<file path="src/rtl/core/ccc_pkg.sv">
// calendar clock counter package: word types, calendar constants, month length and leap helpers
// no dependencies; used by the stage, core and top files of the calendar clock block
`default_nettype none

package ccc_pkg;

  typedef enum logic {
    CMD_TICK = 1'b0,
    CMD_SET  = 1'b1
  } cmd_t;

  // input word as carried through the input register
  typedef struct packed {
    logic        command;
    logic [5:0]  set_second;
    logic [5:0]  set_minute;
    logic [4:0]  set_hour;
    logic [4:0]  set_day;
    logic [3:0]  set_month;
    logic [13:0] set_year;
  } in_word_t;

  // result word
  typedef struct packed {
    logic [5:0]  cur_second;
    logic [5:0]  cur_minute;
    logic [4:0]  cur_hour;
    logic [4:0]  cur_day;
    logic [3:0]  cur_month;
    logic [13:0] cur_year;
    logic [3:0]  hour_twelve;
    logic        is_pm;
    logic        set_rejected;
  } out_word_t;

  // input register to calendar core
  typedef struct packed {
    logic     valid;
    in_word_t word;
  } stage_t;

  // calendar core to result register
  typedef struct packed {
    logic      load;
    out_word_t word;
  } result_t;

  localparam logic [5:0]  SEC_LAST    = 6'd59;
  localparam logic [5:0]  MIN_LAST    = 6'd59;
  localparam logic [4:0]  HOUR_LAST   = 5'd23;
  localparam logic [4:0]  HOUR_HALF   = 5'd12;
  localparam logic [3:0]  HOUR12_TOP  = 4'd12;
  localparam logic [4:0]  DAY_FIRST   = 5'd1;
  localparam logic [3:0]  MONTH_FIRST = 4'd1;
  localparam logic [3:0]  MONTH_LAST  = 4'd12;
  localparam logic [3:0]  MONTH_FEB   = 4'd2;
  localparam logic [4:0]  FEB_LEAP    = 5'd29;
  localparam logic [13:0] YEAR_LAST   = 14'd9999;
  localparam logic [13:0] YEAR_RESET  = 14'd2000;
  localparam logic [13:0] YEAR_CENT   = 14'd100;

  // floor(y / 100) = (y * 5243) >> 19, exact for every 14-bit y
  localparam logic [12:0] RECIP_100   = 13'd5243;
  localparam int          RECIP_SHIFT = 19;

  // month lengths, codes 13 to 15 and 0 give 0 so no day fits
  localparam logic [4:0] MONTH_LEN [16] = '{
    5'd0,  5'd31, 5'd28, 5'd31, 5'd30, 5'd31, 5'd30, 5'd31,
    5'd31, 5'd30, 5'd31, 5'd30, 5'd31, 5'd0,  5'd0,  5'd0
  };

  function automatic logic leap_year(logic [13:0] year);
    logic [26:0] prod;
    logic [7:0]  quot;
    logic [14:0] back;
    logic        div100;
    prod   = 27'(year) * 27'(RECIP_100);
    quot   = prod[RECIP_SHIFT +: 8];
    back   = 15'(quot) * 15'(YEAR_CENT);
    div100 = (back[13:0] == year);
    // divisible by 400 is divisible by 100 and by 16
    return (year[1:0] == 2'b00) && (!div100 || (year[3:0] == 4'b0000));
  endfunction

  function automatic logic [4:0] days_in_month(logic [3:0] month, logic [13:0] year);
    logic [4:0] days;
    days = MONTH_LEN[month];
    if ((month == MONTH_FEB) && leap_year(year)) begin
      days = FEB_LEAP;
    end
    return days;
  endfunction

endpackage

`default_nettype wire

</file>
<file path="src/rtl/core/ccc_in_if.sv">
// input channel of the calendar clock: valid/ready handshake and command word fields
// no dependencies
`default_nettype none

interface ccc_in_if;
  logic        valid;
  logic        ready;
  logic        command;
  logic [5:0]  set_second;
  logic [5:0]  set_minute;
  logic [4:0]  set_hour;
  logic [4:0]  set_day;
  logic [3:0]  set_month;
  logic [13:0] set_year;

  modport source (
    output valid, command, set_second, set_minute, set_hour, set_day, set_month, set_year,
    input  ready
  );

  modport sink (
    input  valid, command, set_second, set_minute, set_hour, set_day, set_month, set_year,
    output ready
  );
endinterface

`default_nettype wire

</file>
<file path="src/rtl/core/ccc_out_if.sv">
// result channel of the calendar clock: valid/ready handshake and date/time fields
// no dependencies
`default_nettype none

interface ccc_out_if;
  logic        valid;
  logic        ready;
  logic [5:0]  cur_second;
  logic [5:0]  cur_minute;
  logic [4:0]  cur_hour;
  logic [4:0]  cur_day;
  logic [3:0]  cur_month;
  logic [13:0] cur_year;
  logic [3:0]  hour_twelve;
  logic        is_pm;
  logic        set_rejected;

  modport source (
    output valid, cur_second, cur_minute, cur_hour, cur_day, cur_month, cur_year,
           hour_twelve, is_pm, set_rejected,
    input  ready
  );

  modport sink (
    input  valid, cur_second, cur_minute, cur_hour, cur_day, cur_month, cur_year,
           hour_twelve, is_pm, set_rejected,
    output ready
  );
endinterface

`default_nettype wire

</file>
<file path="src/rtl/core/ccc_in_stage.sv">
// input register of the calendar clock: captures one command word per handshake
// depends on ccc_pkg
`default_nettype none

module ccc_in_stage (
  input  wire logic             clk,
  input  wire logic             rst_n,
  input  wire logic             in_valid,
  output logic                  in_ready,
  input  wire ccc_pkg::in_word_t in_word,
  input  wire logic             out_free,
  output ccc_pkg::stage_t       stage
);

  logic              valid_r;
  logic              valid_nxt;
  ccc_pkg::in_word_t word_r;
  logic              accept;

  // register empties whenever the result register can take its word
  assign in_ready  = !valid_r || out_free;
  assign accept    = in_valid && in_ready;
  assign valid_nxt = accept || (valid_r && !out_free);

  always_ff @(posedge clk) begin
    if (!rst_n) begin
      valid_r <= 1'b0;
    end else begin
      valid_r <= valid_nxt;
    end
  end

  always_ff @(posedge clk) begin
    if (accept) begin
      word_r <= in_word;
    end
  end

  assign stage.valid = valid_r;
  assign stage.word  = word_r;

endmodule

`default_nettype wire

</file>
<file path="src/rtl/core/ccc_core.sv">
// calendar core: time and date counters, tick carry chain, set range check
// depends on ccc_pkg
`default_nettype none

module ccc_core (
  input  wire logic            clk,
  input  wire logic            rst_n,
  input  wire ccc_pkg::stage_t stage,
  input  wire logic            out_free,
  output ccc_pkg::result_t     result
);

  logic [5:0]  sec_r,   sec_nxt;
  logic [5:0]  min_r,   min_nxt;
  logic [4:0]  hour_r,  hour_nxt;
  logic [4:0]  day_r,   day_nxt;
  logic [3:0]  month_r, month_nxt;
  logic [13:0] year_r,  year_nxt;

  logic        step;
  logic        sec_wrap, min_wrap, hour_wrap, day_wrap, month_wrap;
  logic [4:0]  cur_days;
  logic [4:0]  set_days;
  logic        set_ok;
  logic        rejected;
  logic [4:0]  hour_mod;
  logic        pm;

  assign step = stage.valid && out_free;

  // carry chain of a one-second tick
  always_comb begin
    cur_days   = ccc_pkg::days_in_month(month_r, year_r);
    sec_wrap   = (sec_r == ccc_pkg::SEC_LAST);
    min_wrap   = sec_wrap && (min_r == ccc_pkg::MIN_LAST);
    hour_wrap  = min_wrap && (hour_r == ccc_pkg::HOUR_LAST);
    day_wrap   = hour_wrap && (day_r >= cur_days);
    month_wrap = day_wrap && (month_r >= ccc_pkg::MONTH_LAST);
  end

  // set check, every field in range and the day inside its month
  always_comb begin
    set_days = ccc_pkg::days_in_month(stage.word.set_month, stage.word.set_year);
    set_ok   = (stage.word.set_second <= ccc_pkg::SEC_LAST) &&
               (stage.word.set_minute <= ccc_pkg::MIN_LAST) &&
               (stage.word.set_hour <= ccc_pkg::HOUR_LAST) &&
               (stage.word.set_month inside {[ccc_pkg::MONTH_FIRST:ccc_pkg::MONTH_LAST]}) &&
               (stage.word.set_year <= ccc_pkg::YEAR_LAST) &&
               (stage.word.set_day >= ccc_pkg::DAY_FIRST) &&
               (stage.word.set_day <= set_days);
  end

  always_comb begin
    sec_nxt   = sec_r;
    min_nxt   = min_r;
    hour_nxt  = hour_r;
    day_nxt   = day_r;
    month_nxt = month_r;
    year_nxt  = year_r;
    rejected  = 1'b0;
    if (step) begin
      if (stage.word.command == ccc_pkg::CMD_SET) begin
        if (set_ok) begin
          sec_nxt   = stage.word.set_second;
          min_nxt   = stage.word.set_minute;
          hour_nxt  = stage.word.set_hour;
          day_nxt   = stage.word.set_day;
          month_nxt = stage.word.set_month;
          year_nxt  = stage.word.set_year;
        end else begin
          rejected = 1'b1;
        end
      end else begin
        sec_nxt = sec_wrap ? 6'd0 : sec_r + 6'd1;
        if (sec_wrap) begin
          min_nxt = min_wrap ? 6'd0 : min_r + 6'd1;
        end
        if (min_wrap) begin
          hour_nxt = hour_wrap ? 5'd0 : hour_r + 5'd1;
        end
        if (hour_wrap) begin
          day_nxt = day_wrap ? ccc_pkg::DAY_FIRST : day_r + 5'd1;
        end
        if (day_wrap) begin
          month_nxt = month_wrap ? ccc_pkg::MONTH_FIRST : month_r + 4'd1;
        end
        if (month_wrap) begin
          year_nxt = (year_r >= ccc_pkg::YEAR_LAST) ? 14'd0 : year_r + 14'd1;
        end
      end
    end
  end

  always_ff @(posedge clk) begin
    if (!rst_n) begin
      sec_r   <= 6'd0;
      min_r   <= 6'd0;
      hour_r  <= 5'd0;
      day_r   <= ccc_pkg::DAY_FIRST;
      month_r <= ccc_pkg::MONTH_FIRST;
      year_r  <= ccc_pkg::YEAR_RESET;
    end else begin
      sec_r   <= sec_nxt;
      min_r   <= min_nxt;
      hour_r  <= hour_nxt;
      day_r   <= day_nxt;
      month_r <= month_nxt;
      year_r  <= year_nxt;
    end
  end

  // 12-hour view of the new hour
  always_comb begin
    pm       = (hour_nxt >= ccc_pkg::HOUR_HALF);
    hour_mod = pm ? hour_nxt - ccc_pkg::HOUR_HALF : hour_nxt;
  end

  always_comb begin
    result.load              = step;
    result.word.cur_second   = sec_nxt;
    result.word.cur_minute   = min_nxt;
    result.word.cur_hour     = hour_nxt;
    result.word.cur_day      = day_nxt;
    result.word.cur_month    = month_nxt;
    result.word.cur_year     = year_nxt;
    result.word.hour_twelve  = (hour_mod == 5'd0) ? ccc_pkg::HOUR12_TOP : hour_mod[3:0];
    result.word.is_pm        = pm;
    result.word.set_rejected = rejected;
  end

endmodule

`default_nettype wire

</file>
<file path="src/rtl/core/ccc_out_stage.sv">
// result register of the calendar clock: holds one result word until taken
// depends on ccc_pkg
`default_nettype none

module ccc_out_stage (
  input  wire logic             clk,
  input  wire logic             rst_n,
  input  wire ccc_pkg::result_t result,
  output logic                  out_free,
  output logic                  out_valid,
  input  wire logic             out_ready,
  output ccc_pkg::out_word_t    out_word
);

  logic               valid_r;
  logic               valid_nxt;
  ccc_pkg::out_word_t word_r;

  assign out_free  = !valid_r || out_ready;
  assign valid_nxt = result.load || (valid_r && !out_ready);

  always_ff @(posedge clk) begin
    if (!rst_n) begin
      valid_r <= 1'b0;
    end else begin
      valid_r <= valid_nxt;
    end
  end

  always_ff @(posedge clk) begin
    if (result.load) begin
      word_r <= result.word;
    end
  end

  assign out_valid = valid_r;
  assign out_word  = word_r;

endmodule

`default_nettype wire

</file>
<file path="src/rtl/core/calendar_clock_counter_top.sv">
// top level of the gregorian calendar clock: input register, calendar core, result register
// depends on ccc_pkg, ccc_in_if, ccc_out_if, ccc_in_stage, ccc_core, ccc_out_stage
// an input word passes the input register and then the result register before its result is valid
// throughput: 1 word per cycle while the result register is free; the tick carry chain and set check are combinational
// the input side takes a new word while a finished result waits, as long as a slot is free
// reset (synchronous, active low): 00:00:00 on 1 january 2000, both stages empty
`default_nettype none

module calendar_clock_counter_top (
  input  wire logic clk,
  input  wire logic rst_n,
  ccc_in_if.sink    in_chan,
  ccc_out_if.source out_chan
);

  ccc_pkg::in_word_t  in_word;
  ccc_pkg::out_word_t out_word;
  ccc_pkg::stage_t    stage;
  ccc_pkg::result_t   result;
  logic               out_free;
  logic               in_ready;
  logic               out_valid;

  // gather the command word from the channel
  assign in_word.command    = in_chan.command;
  assign in_word.set_second = in_chan.set_second;
  assign in_word.set_minute = in_chan.set_minute;
  assign in_word.set_hour   = in_chan.set_hour;
  assign in_word.set_day    = in_chan.set_day;
  assign in_word.set_month  = in_chan.set_month;
  assign in_word.set_year   = in_chan.set_year;
  assign in_chan.ready      = in_ready;

  // input register, drains whenever the result register has room
  ccc_in_stage u_in_stage (
    .clk      (clk),
    .rst_n    (rst_n),
    .in_valid (in_chan.valid),
    .in_ready (in_ready),
    .in_word  (in_word),
    .out_free (out_free),
    .stage    (stage)
  );

  // counters update in the same cycle the result word is loaded
  ccc_core u_core (
    .clk      (clk),
    .rst_n    (rst_n),
    .stage    (stage),
    .out_free (out_free),
    .result   (result)
  );

  // result register, holds the word while the sink stalls
  ccc_out_stage u_out_stage (
    .clk       (clk),
    .rst_n     (rst_n),
    .result    (result),
    .out_free  (out_free),
    .out_valid (out_valid),
    .out_ready (out_chan.ready),
    .out_word  (out_word)
  );

  // spread the result word onto the channel
  assign out_chan.valid        = out_valid;
  assign out_chan.cur_second   = out_word.cur_second;
  assign out_chan.cur_minute   = out_word.cur_minute;
  assign out_chan.cur_hour     = out_word.cur_hour;
  assign out_chan.cur_day      = out_word.cur_day;
  assign out_chan.cur_month    = out_word.cur_month;
  assign out_chan.cur_year     = out_word.cur_year;
  assign out_chan.hour_twelve  = out_word.hour_twelve;
  assign out_chan.is_pm        = out_word.is_pm;
  assign out_chan.set_rejected = out_word.set_rejected;

endmodule

`default_nettype wire
</file>
<file path="src/flat_wrapper.sv">
// flat-port wrapper written by rule: the top's interface ports become plain ports
module calendar_clock_counter_top_flat 
  (clk, rst_n, in_chan_valid, in_chan_command, in_chan_set_second, in_chan_set_minute, in_chan_set_hour, in_chan_set_day, in_chan_set_month, in_chan_set_year, in_chan_ready, out_chan_valid, out_chan_cur_second, out_chan_cur_minute, out_chan_cur_hour, out_chan_cur_day, out_chan_cur_month, out_chan_cur_year, out_chan_hour_twelve, out_chan_is_pm, out_chan_set_rejected, out_chan_ready);
  ccc_in_if in_chan_i ();
  ccc_out_if out_chan_i ();
  input  wire logic clk;
  input  wire logic rst_n;
  input wire logic [$bits(in_chan_i.valid)-1:0] in_chan_valid;
  input wire logic [$bits(in_chan_i.command)-1:0] in_chan_command;
  input wire logic [$bits(in_chan_i.set_second)-1:0] in_chan_set_second;
  input wire logic [$bits(in_chan_i.set_minute)-1:0] in_chan_set_minute;
  input wire logic [$bits(in_chan_i.set_hour)-1:0] in_chan_set_hour;
  input wire logic [$bits(in_chan_i.set_day)-1:0] in_chan_set_day;
  input wire logic [$bits(in_chan_i.set_month)-1:0] in_chan_set_month;
  input wire logic [$bits(in_chan_i.set_year)-1:0] in_chan_set_year;
  output wire logic [$bits(in_chan_i.ready)-1:0] in_chan_ready;
  output wire logic [$bits(out_chan_i.valid)-1:0] out_chan_valid;
  output wire logic [$bits(out_chan_i.cur_second)-1:0] out_chan_cur_second;
  output wire logic [$bits(out_chan_i.cur_minute)-1:0] out_chan_cur_minute;
  output wire logic [$bits(out_chan_i.cur_hour)-1:0] out_chan_cur_hour;
  output wire logic [$bits(out_chan_i.cur_day)-1:0] out_chan_cur_day;
  output wire logic [$bits(out_chan_i.cur_month)-1:0] out_chan_cur_month;
  output wire logic [$bits(out_chan_i.cur_year)-1:0] out_chan_cur_year;
  output wire logic [$bits(out_chan_i.hour_twelve)-1:0] out_chan_hour_twelve;
  output wire logic [$bits(out_chan_i.is_pm)-1:0] out_chan_is_pm;
  output wire logic [$bits(out_chan_i.set_rejected)-1:0] out_chan_set_rejected;
  input wire logic [$bits(out_chan_i.ready)-1:0] out_chan_ready;
  assign in_chan_i.valid = in_chan_valid;
  assign in_chan_i.command = in_chan_command;
  assign in_chan_i.set_second = in_chan_set_second;
  assign in_chan_i.set_minute = in_chan_set_minute;
  assign in_chan_i.set_hour = in_chan_set_hour;
  assign in_chan_i.set_day = in_chan_set_day;
  assign in_chan_i.set_month = in_chan_set_month;
  assign in_chan_i.set_year = in_chan_set_year;
  assign in_chan_ready = in_chan_i.ready;
  assign out_chan_valid = out_chan_i.valid;
  assign out_chan_cur_second = out_chan_i.cur_second;
  assign out_chan_cur_minute = out_chan_i.cur_minute;
  assign out_chan_cur_hour = out_chan_i.cur_hour;
  assign out_chan_cur_day = out_chan_i.cur_day;
  assign out_chan_cur_month = out_chan_i.cur_month;
  assign out_chan_cur_year = out_chan_i.cur_year;
  assign out_chan_hour_twelve = out_chan_i.hour_twelve;
  assign out_chan_is_pm = out_chan_i.is_pm;
  assign out_chan_set_rejected = out_chan_i.set_rejected;
  assign out_chan_i.ready = out_chan_ready;
  calendar_clock_counter_top u_core (.clk(clk), .rst_n(rst_n), .in_chan(in_chan_i), .out_chan(out_chan_i));
endmodule
</file>
<file path="config.mk">
export PLATFORM = sky130hd
export DESIGN_NAME = calendar_clock_counter_top_flat
export DESIGN_NICKNAME = d
export VERILOG_FILES = /design/src/rtl/core/ccc_pkg.sv /design/src/rtl/core/ccc_in_if.sv /design/src/rtl/core/ccc_out_if.sv /design/src/rtl/core/ccc_in_stage.sv /design/src/rtl/core/ccc_core.sv /design/src/rtl/core/ccc_out_stage.sv /design/src/rtl/core/calendar_clock_counter_top.sv /design/src/flat_wrapper.sv
export SDC_FILE = /design/constraint.sdc
export NUM_CORES = 1
export LEC_CHECK = 0
export BUFFER_PORTS_ARGS = -buffer_cell sky130_fd_sc_hd__buf_2
export CAP_MARGIN = 30
export CELL_PAD_IN_SITES_DETAIL_PLACEMENT = 0
export CELL_PAD_IN_SITES_GLOBAL_PLACEMENT = 1
export CORE_MARGIN = 4
export CORE_UTILIZATION = 50
export DETAILED_ROUTE_END_ITERATION = 16
export PLACE_DENSITY_LB_ADDON = 0.15
export SLEW_MARGIN = 0
export SYNTH_ARGS = -nofsm -noshare
export SYNTH_HDL_FRONTEND = slang
export SYNTH_SLANG_ARGS = --single-unit
export TNS_END_PERCENT = 1
</file>
<file path="constraint.sdc">
create_clock -name clk -period 26 [get_ports clk]
set_input_delay 1.3 -clock clk [delete_from_list [all_inputs] [get_ports clk]]
set_output_delay 1.3 -clock clk [all_outputs]
set_load 0.02 [all_outputs]
</file>
==> results.cfg, run 1 <==
[detailed_routing]
drt-initial-drc-count = 608
drt_wl_total_um = 34100
drtPass1Iterations = 5
vias_per_cell = 5.37
wl_per_cell_um = 18.0
detail-route-antenna-nets = 0
vias = 10200
drc = 0

[critical_path]
max_stage_delay_ps = 730
critPathLaunchType = register
critPathBufInv = 6
path_class = reg -> reg
crit_top_cell = ha_1
critPathMaxFanout = 23
cp.required_ps = 26170
cp.arrival_ps = 10620
reg2reg_slack_ps = 15550
path_delay_family = adder cells
cp_slowest_cell = edfxtp_1
endpoint_kind = register

[layout]
fillerInstances = 2466
area_growth_pct = 10.5
regArea_sq_um = 3450
fin_nets = 1967
layout-drive-gt1-share = 0.104
multi_input_area_sq_um = 9910
stdcell_count = 1892
diodes = 0

[global_routing]
grt_overflow = 0
grt_pass1_vias = 10500
grt_first_pass_wirelength_um = 56400
antenna_found_initial = 0
grt_max_degree = 67
grt_util_all_layers = 0.227

[clock_tree]
cts_max_level = 4
cts-buffers-inserted = 17
holdBufCountCts = 0
path_clk_slew_ps = 70
root_buffer = clkbuf_16
tritoncts = done
cts.sinks = 129
insertion_delay_ps = 430
cts_resized = 0
clock_path_buffers = 2
cts_setup_buffers = 0

[job]
maxCapViolCount = 0

[synthesis]
async_flop_share = 0
ys_seq_area_frac = 0.239
ys_warn_count = 0
ys_seq_elements = 129
ys_types = 84
syn_nets = 1870
syn_area_per_cell_sq_um = 10.3
synthFlopType = edfxtp_1
syn_inst = 1404
synth_area_sq_um = 14400
synth-edff-count = 87

[sta]
min_period_ps = 10450
setup_viol = 0
fin_setup_tns_ps = 0
finClkSkew_ps = 11.4
min_period_over_period = 0.402
worstMarginPinSlew_ps = 889
slew_headroom = 0.408
rsz0062_at_grt = false
fmax_ghz = 0.0957
hold_viol_final = 0
slew_violations = 0

[floorplanning]
dieArea_sq_um = 31700
start_util = 0.513
die_x_um = 178
coreArea_sq_um = 28200
io_pins = 93
die_h_um = 178
rows = 61

[placement]
dpl.hpwl_um = 27600
dp.cells = 1860
io_buffers = 92
gp_congestion = 0.855

[pwr]
p_leak_nw = 7.80
peakVddDrop_uv = 227
power_density_nw_per_um2 = 120

[min_path]
min_path_type = reg -> reg

[run_status]
status = complete, no violations
[final timing paths]
check                               from                              to  depth (start not counted)
max reg2reg  u_core.u_in_stage.stage[12]  u_core.u_out_stage.out_word[4]                         37
min            u_core.u_in_stage.valid_r    u_core.u_out_stage.out_valid                          1
min reg2reg    u_core.u_in_stage.valid_r    u_core.u_out_stage.out_valid                          1
max          u_core.u_in_stage.stage[12]  u_core.u_out_stage.out_word[4]                         37
[through the flow]
stage               setup slack, ps  power (mW)   util  hold slack [ps]  cell area (sq um)
floorplan                     16950        1.39      -              486              14400
global placement              15680        1.67  0.545              515              15300
finish                        15550        1.91  0.567              546              16000
detailed placement            15540        1.67  0.546              541              15400
global route                  14770        2.16  0.567              573              16000
CTS                           15520        1.93  0.567              555              16000
[routing by layer]
metal,GRT usage,vias to the layer above,routed length [um]
li1,-,5025,-
met1,0.324,4932,16400
met2,0.372,189,16000
met3,0.0299,20,1310
met4,0.0451,0,333
met5,0,-,0
[layout make-up]
type,count,area share
Sequential cell,129,0.216
Clock inverter,15,0.0103
Inverter,266,0.0626
Timing Repair Buffer,99,0.0334
Tap cell,378,0.0296
Multi-Input combinational cell,988,0.621
Clock buffer,17,0.0267
[synthesized netlist by cell type, types with 5 or more instances]
cell type  number  area share
o22ai_1         5      0.0022
inv_1         264       0.069
a211oi_1        5      0.0026
clkbuf_1       16      0.0042
mux2i_1        10      0.0069
edfxtp_1       87        0.18
nand4_1        19      0.0082
o21ai_0        32       0.011
nor4_1          5      0.0022
and3_1          9      0.0039
nand2_1        70       0.018
a211o_1         7      0.0042
nand3_1        37       0.013
o21ai_1         9      0.0031
xor2_1         22       0.013
a21o_1          9      0.0047
a22oi_1        14      0.0073
o21bai_1        9      0.0047
xnor2_1        40       0.024
nand2b_1        7      0.0030
dfxtp_1        42       0.058
o211ai_1        9      0.0047
nor2_1         51       0.013
a21oi_1        45       0.016
nor2b_1         6      0.0026
ha_1          289        0.25
o21a_1          7      0.0036
fa_1          132        0.18
and2_1         29       0.013
nor3_1         20      0.0069
[kinds of logic after synthesis]
group | Yosys count | synth area share
compound gates | 210 | 0.104
xor+xnor | 63 | 0.0391
simple gates | 283 | 0.101
buf+inv | 287 | 0.0754
fa+ha+maj | 421 | 0.433
flops | 129 | 0.239
mux | 11 | 0.00771
[cells in the final DEF, fill, tap and decap left out, types with 6 or more instances in the layout]
cell type and instances:
o21bai_1 9, nor2b_1 6, a22oi_1 14, o21ai_0 32, and2_1 28, fa_1 132
o211ai_1 9, nand4_1 19, and3_1 9, a21oi_1 45, nand2_1 70, nor3_1 20
mux2i_1 10, inv_1 263, o21ai_1 9, xor2_1 22, xnor2_1 40, nor2_1 51
dfxtp_1 42, nand3_1 37, buf_2 92, o21a_1 7, edfxtp_1 87, buf_4 6
a21o_1 9, clkbuf_16 17, a211o_1 7, ha_1 289, nand2b_1 7
[registers in the layout (all words and copies together), names as in the netlist]
signal / cells
u_core.u_out_stage.out_valid: 1
u_core.u_in_stage.stage: 41
u_core.u_core.day_r: 5
u_core.u_core.sec_r: 6
u_core.u_out_stage.out_word: 46
u_core.u_core.month_r: 4
u_core.u_core.year_r: 14
u_core.u_core.min_r: 6
u_core.u_core.hour_r: 5
u_core.u_in_stage.valid_r: 1
[report_power, final]
part,internal (mW),switching (mW)
registers,0.231,0.0150
clock network,0.129,0.109
logic,0.649,0.775
total,1.01,0.899
No activity file was read; power rests on OpenSTA's default activity.
==> run 2: changes to the inputs <==
--- a/config.mk
+++ b/config.mk
@@ -5,12 +5,13 @@
 export SDC_FILE = /design/constraint.sdc
 export NUM_CORES = 1
 export LEC_CHECK = 0
+export ABC_AREA = 1
 export BUFFER_PORTS_ARGS = -buffer_cell sky130_fd_sc_hd__buf_2
 export CAP_MARGIN = 30
 export CELL_PAD_IN_SITES_DETAIL_PLACEMENT = 0
 export CELL_PAD_IN_SITES_GLOBAL_PLACEMENT = 1
 export CORE_MARGIN = 4
-export CORE_UTILIZATION = 50
+export CORE_UTILIZATION = 49
 export DETAILED_ROUTE_END_ITERATION = 16
 export PLACE_DENSITY_LB_ADDON = 0.15
 export SLEW_MARGIN = 0
==> constraint.sdc (replaced) <==
create_clock -name clk -period 9.8 [get_ports clk]
set_input_delay 0.49 -clock clk [delete_from_list [all_inputs] [get_ports clk]]
set_output_delay 0.49 -clock clk [all_outputs]
set_load 0.02 [all_outputs]
==> results.cfg, run 2 <==
[placement]
io_buffers = 92
dpl.hpwl_um = 32500
gp_congestion = 0.840
dp.cells = 2331

[detailed_routing]
vias = 12400
wl_per_cell_um = 16.5
drt_wl_total_um = 39300
drt-initial-drc-count = 782
drc = 0
detail-route-antenna-nets = 0
vias_per_cell = 5.18
drtPass1Iterations = 6

[floorplanning]
die_h_um = 186
rows = 65
dieArea_sq_um = 34700
start_util = 0.495
coreArea_sq_um = 31500
die_x_um = 186
io_pins = 93

[critical_path]
path_delay_family = adder cells
crit_top_cell = nand3_1
cp.arrival_ps = 9290
endpoint_kind = register
path_class = reg -> reg
cp.required_ps = 9960
critPathBufInv = 4
cp_slowest_cell = fa_1
critPathMaxFanout = 8
critPathLaunchType = register
max_stage_delay_ps = 550

[layout]
layout-drive-gt1-share = 0.116
diodes = 0
largest_reg_flops = 46
stdcell_count = 2385
fillerInstances = 2925
area_growth_pct = 12.5
layout_commonest_cell = inv_1
layout_common_cells = inv_1 (380), nand2_1 (329), ha_1 (288)
fin_nets = 2436
regArea_sq_um = 3480
final_util = 0.557
multi_input_area_sq_um = 10600

[synthesis]
synth_compound_area_frac = 0.0786
ys_seq_area_frac = 0.222
netlist_top_cells_area = ha_1 (23%), fa_1 (17%), edfxtp_1 (17%)
yosysMostFrequentCell = inv_1
synth_fa_ha_area_frac = 0.402
synthFlopType = edfxtp_1
synth.top_cells.by_count = inv_1 (383), nand2_1 (329), ha_1 (289), fa_1 (132), nor2_1 (100)
synthMuxAreaShare = 0
synth_top_family_by_area = adder cells
yosys.area.top_type_share = 0.232
synth-edff-count = 87
synthSimpleGateAreaFrac = 0.168
ys_warn_count = 0
ys_seq_elements = 129
syn_nets = 2297
yosys.area.top_type = ha_1
synth_area_sq_um = 15600
async_flop_share = 0
ys_types = 52
synthXorXnorAreaFrac = 0.0279
syn_area_per_cell_sq_um = 8.51
syn_inst = 1831

[sta]
min_period_ps = 9120
fmax_ghz = 0.110
hold_viol_final = 0
worstMarginPinSlew_ps = 795
finClkSkew_ps = 12.5
slew_violations = 0
hold_ws_ps = 244
setup_viol = 0
rsz0062_at_grt = false
slew_headroom = 0.468
min_period_over_period = 0.931

[clock_tree]
tritoncts = done
cts_max_level = 4
cts-buffers-inserted = 17
path_clk_slew_ps = 60
insertion_delay_ps = 420
clock_path_buffers = 2
root_buffer = clkbuf_16
cts.sinks = 129
holdBufCountCts = 0

[global_routing]
grt_util_all_layers = 0.228
antenna_found_initial = 0
grt_max_degree = 63
grt_overflow = 0
grt_pass1_vias = 12300
grt_first_pass_wirelength_um = 64100

[min_path]
min_path_type = in -> reg

[run_status]
status = complete, no violations

[job]
maxCapViolCount = 0
[run 2: cell count changes in the layout (fill, tap and decap cells not counted), moves of 12 or more]
| cell | before | now |
|---|---|---|
| o21ai_0 | 32 | 85 |
| a22oi_1 | 14 | 2 |
| nand2_1 | 70 | 329 |
| nor2_1 | 51 | 98 |
| buf_4 | 6 | 50 |
| and2_1 | 28 | 10 |
| inv_1 | 263 | 380 |
| nand4_1 | 19 | 35 |
| a21oi_1 | 45 | 82 |
| nand3_1 | 37 | 82 |
| xnor2_1 | 40 | 18 |
[run 2: timing repair]
item | 4_1_cts | 5_1_grt
setup endpoints to repair | 46 | 49
endpoints found under the hold margin | 0 | 0
pin swaps | 0 | 7
resized for setup | 10 | 23
cloned | 0 | 1
setup buffers | 0 | 21
[run 2: logic make-up after synthesis]
| logic type | after synthesis |
|---|---|
| and+or+nand+nor | 597 |
| adders and majority gates | 421 |
| AOI/OAI and AO/OA | 220 |
| buffers and inverters | 416 |
| xor gates and xnor gates | 48 |
| DFF | 129 |
[run 2: final cells by class]
| cell class | count | area share |
|---|---|---|
| inverter | 390 | 0.0842 |
| tap | 402 | 0.0287 |
| clock buffer | 19 | 0.0258 |
| multi-input combinational | 1287 | 0.606 |
| clock inverter | 13 | 0.00635 |
| sequential | 129 | 0.198 |
| timing repair buffer | 145 | 0.0506 |
[run 2: metal layers]
layer | global-route usage | vias up | wire [um]
li1 | - | 6201 | -
met1 | 0.322 | 5867 | 18400
met2 | 0.387 | 252 | 18800
met3 | 0.0219 | 38 | 1560
met4 | 0.0466 | 0 | 565
met5 | 0 | - | 0
[run 2: final timing paths]
path                                   from                              end  slack (ps)  cells past startpoint
hold reg to reg   u_core.u_in_stage.valid_r     u_core.u_out_stage.out_valid         460                      2
setup reg to reg   u_core.u_core.year_r[11]  u_core.u_out_stage.out_word[21]         680                     41
hold / removal          in_chan_set_year[5]       u_core.u_in_stage.stage[5]         240                      1
setup / recovery   u_core.u_core.year_r[11]  u_core.u_out_stage.out_word[21]         680                     41
[run 2: worst register-to-register path, delay by kind of cell (launching register included)]
kind,cells,cell delay [ps]
DFF,1,450
xor gates and xnor gates,1,170
buffers and inverters,4,340
AOI/OAI and AO/OA,8,1450
adders and majority gates,11,4370
and+or+nand+nor,17,2060
[run 2: through the flow]
step | setup slack (ps) | cell area [sq um] | TNS [ps]
floorplan | 1370 | 15600 | 0
global placement | -278 | 16700 | -6360
detailed placement | -315 | 16700 | -8250
CTS | 40.3 | 17300 | 0
global route | 10.9 | 17500 | 0
finish | 677 | 17500 | 0
Power of run 2 is not shown: default switching activity piles up to over one toggle a cycle in this logic, so the estimate is an artifact.
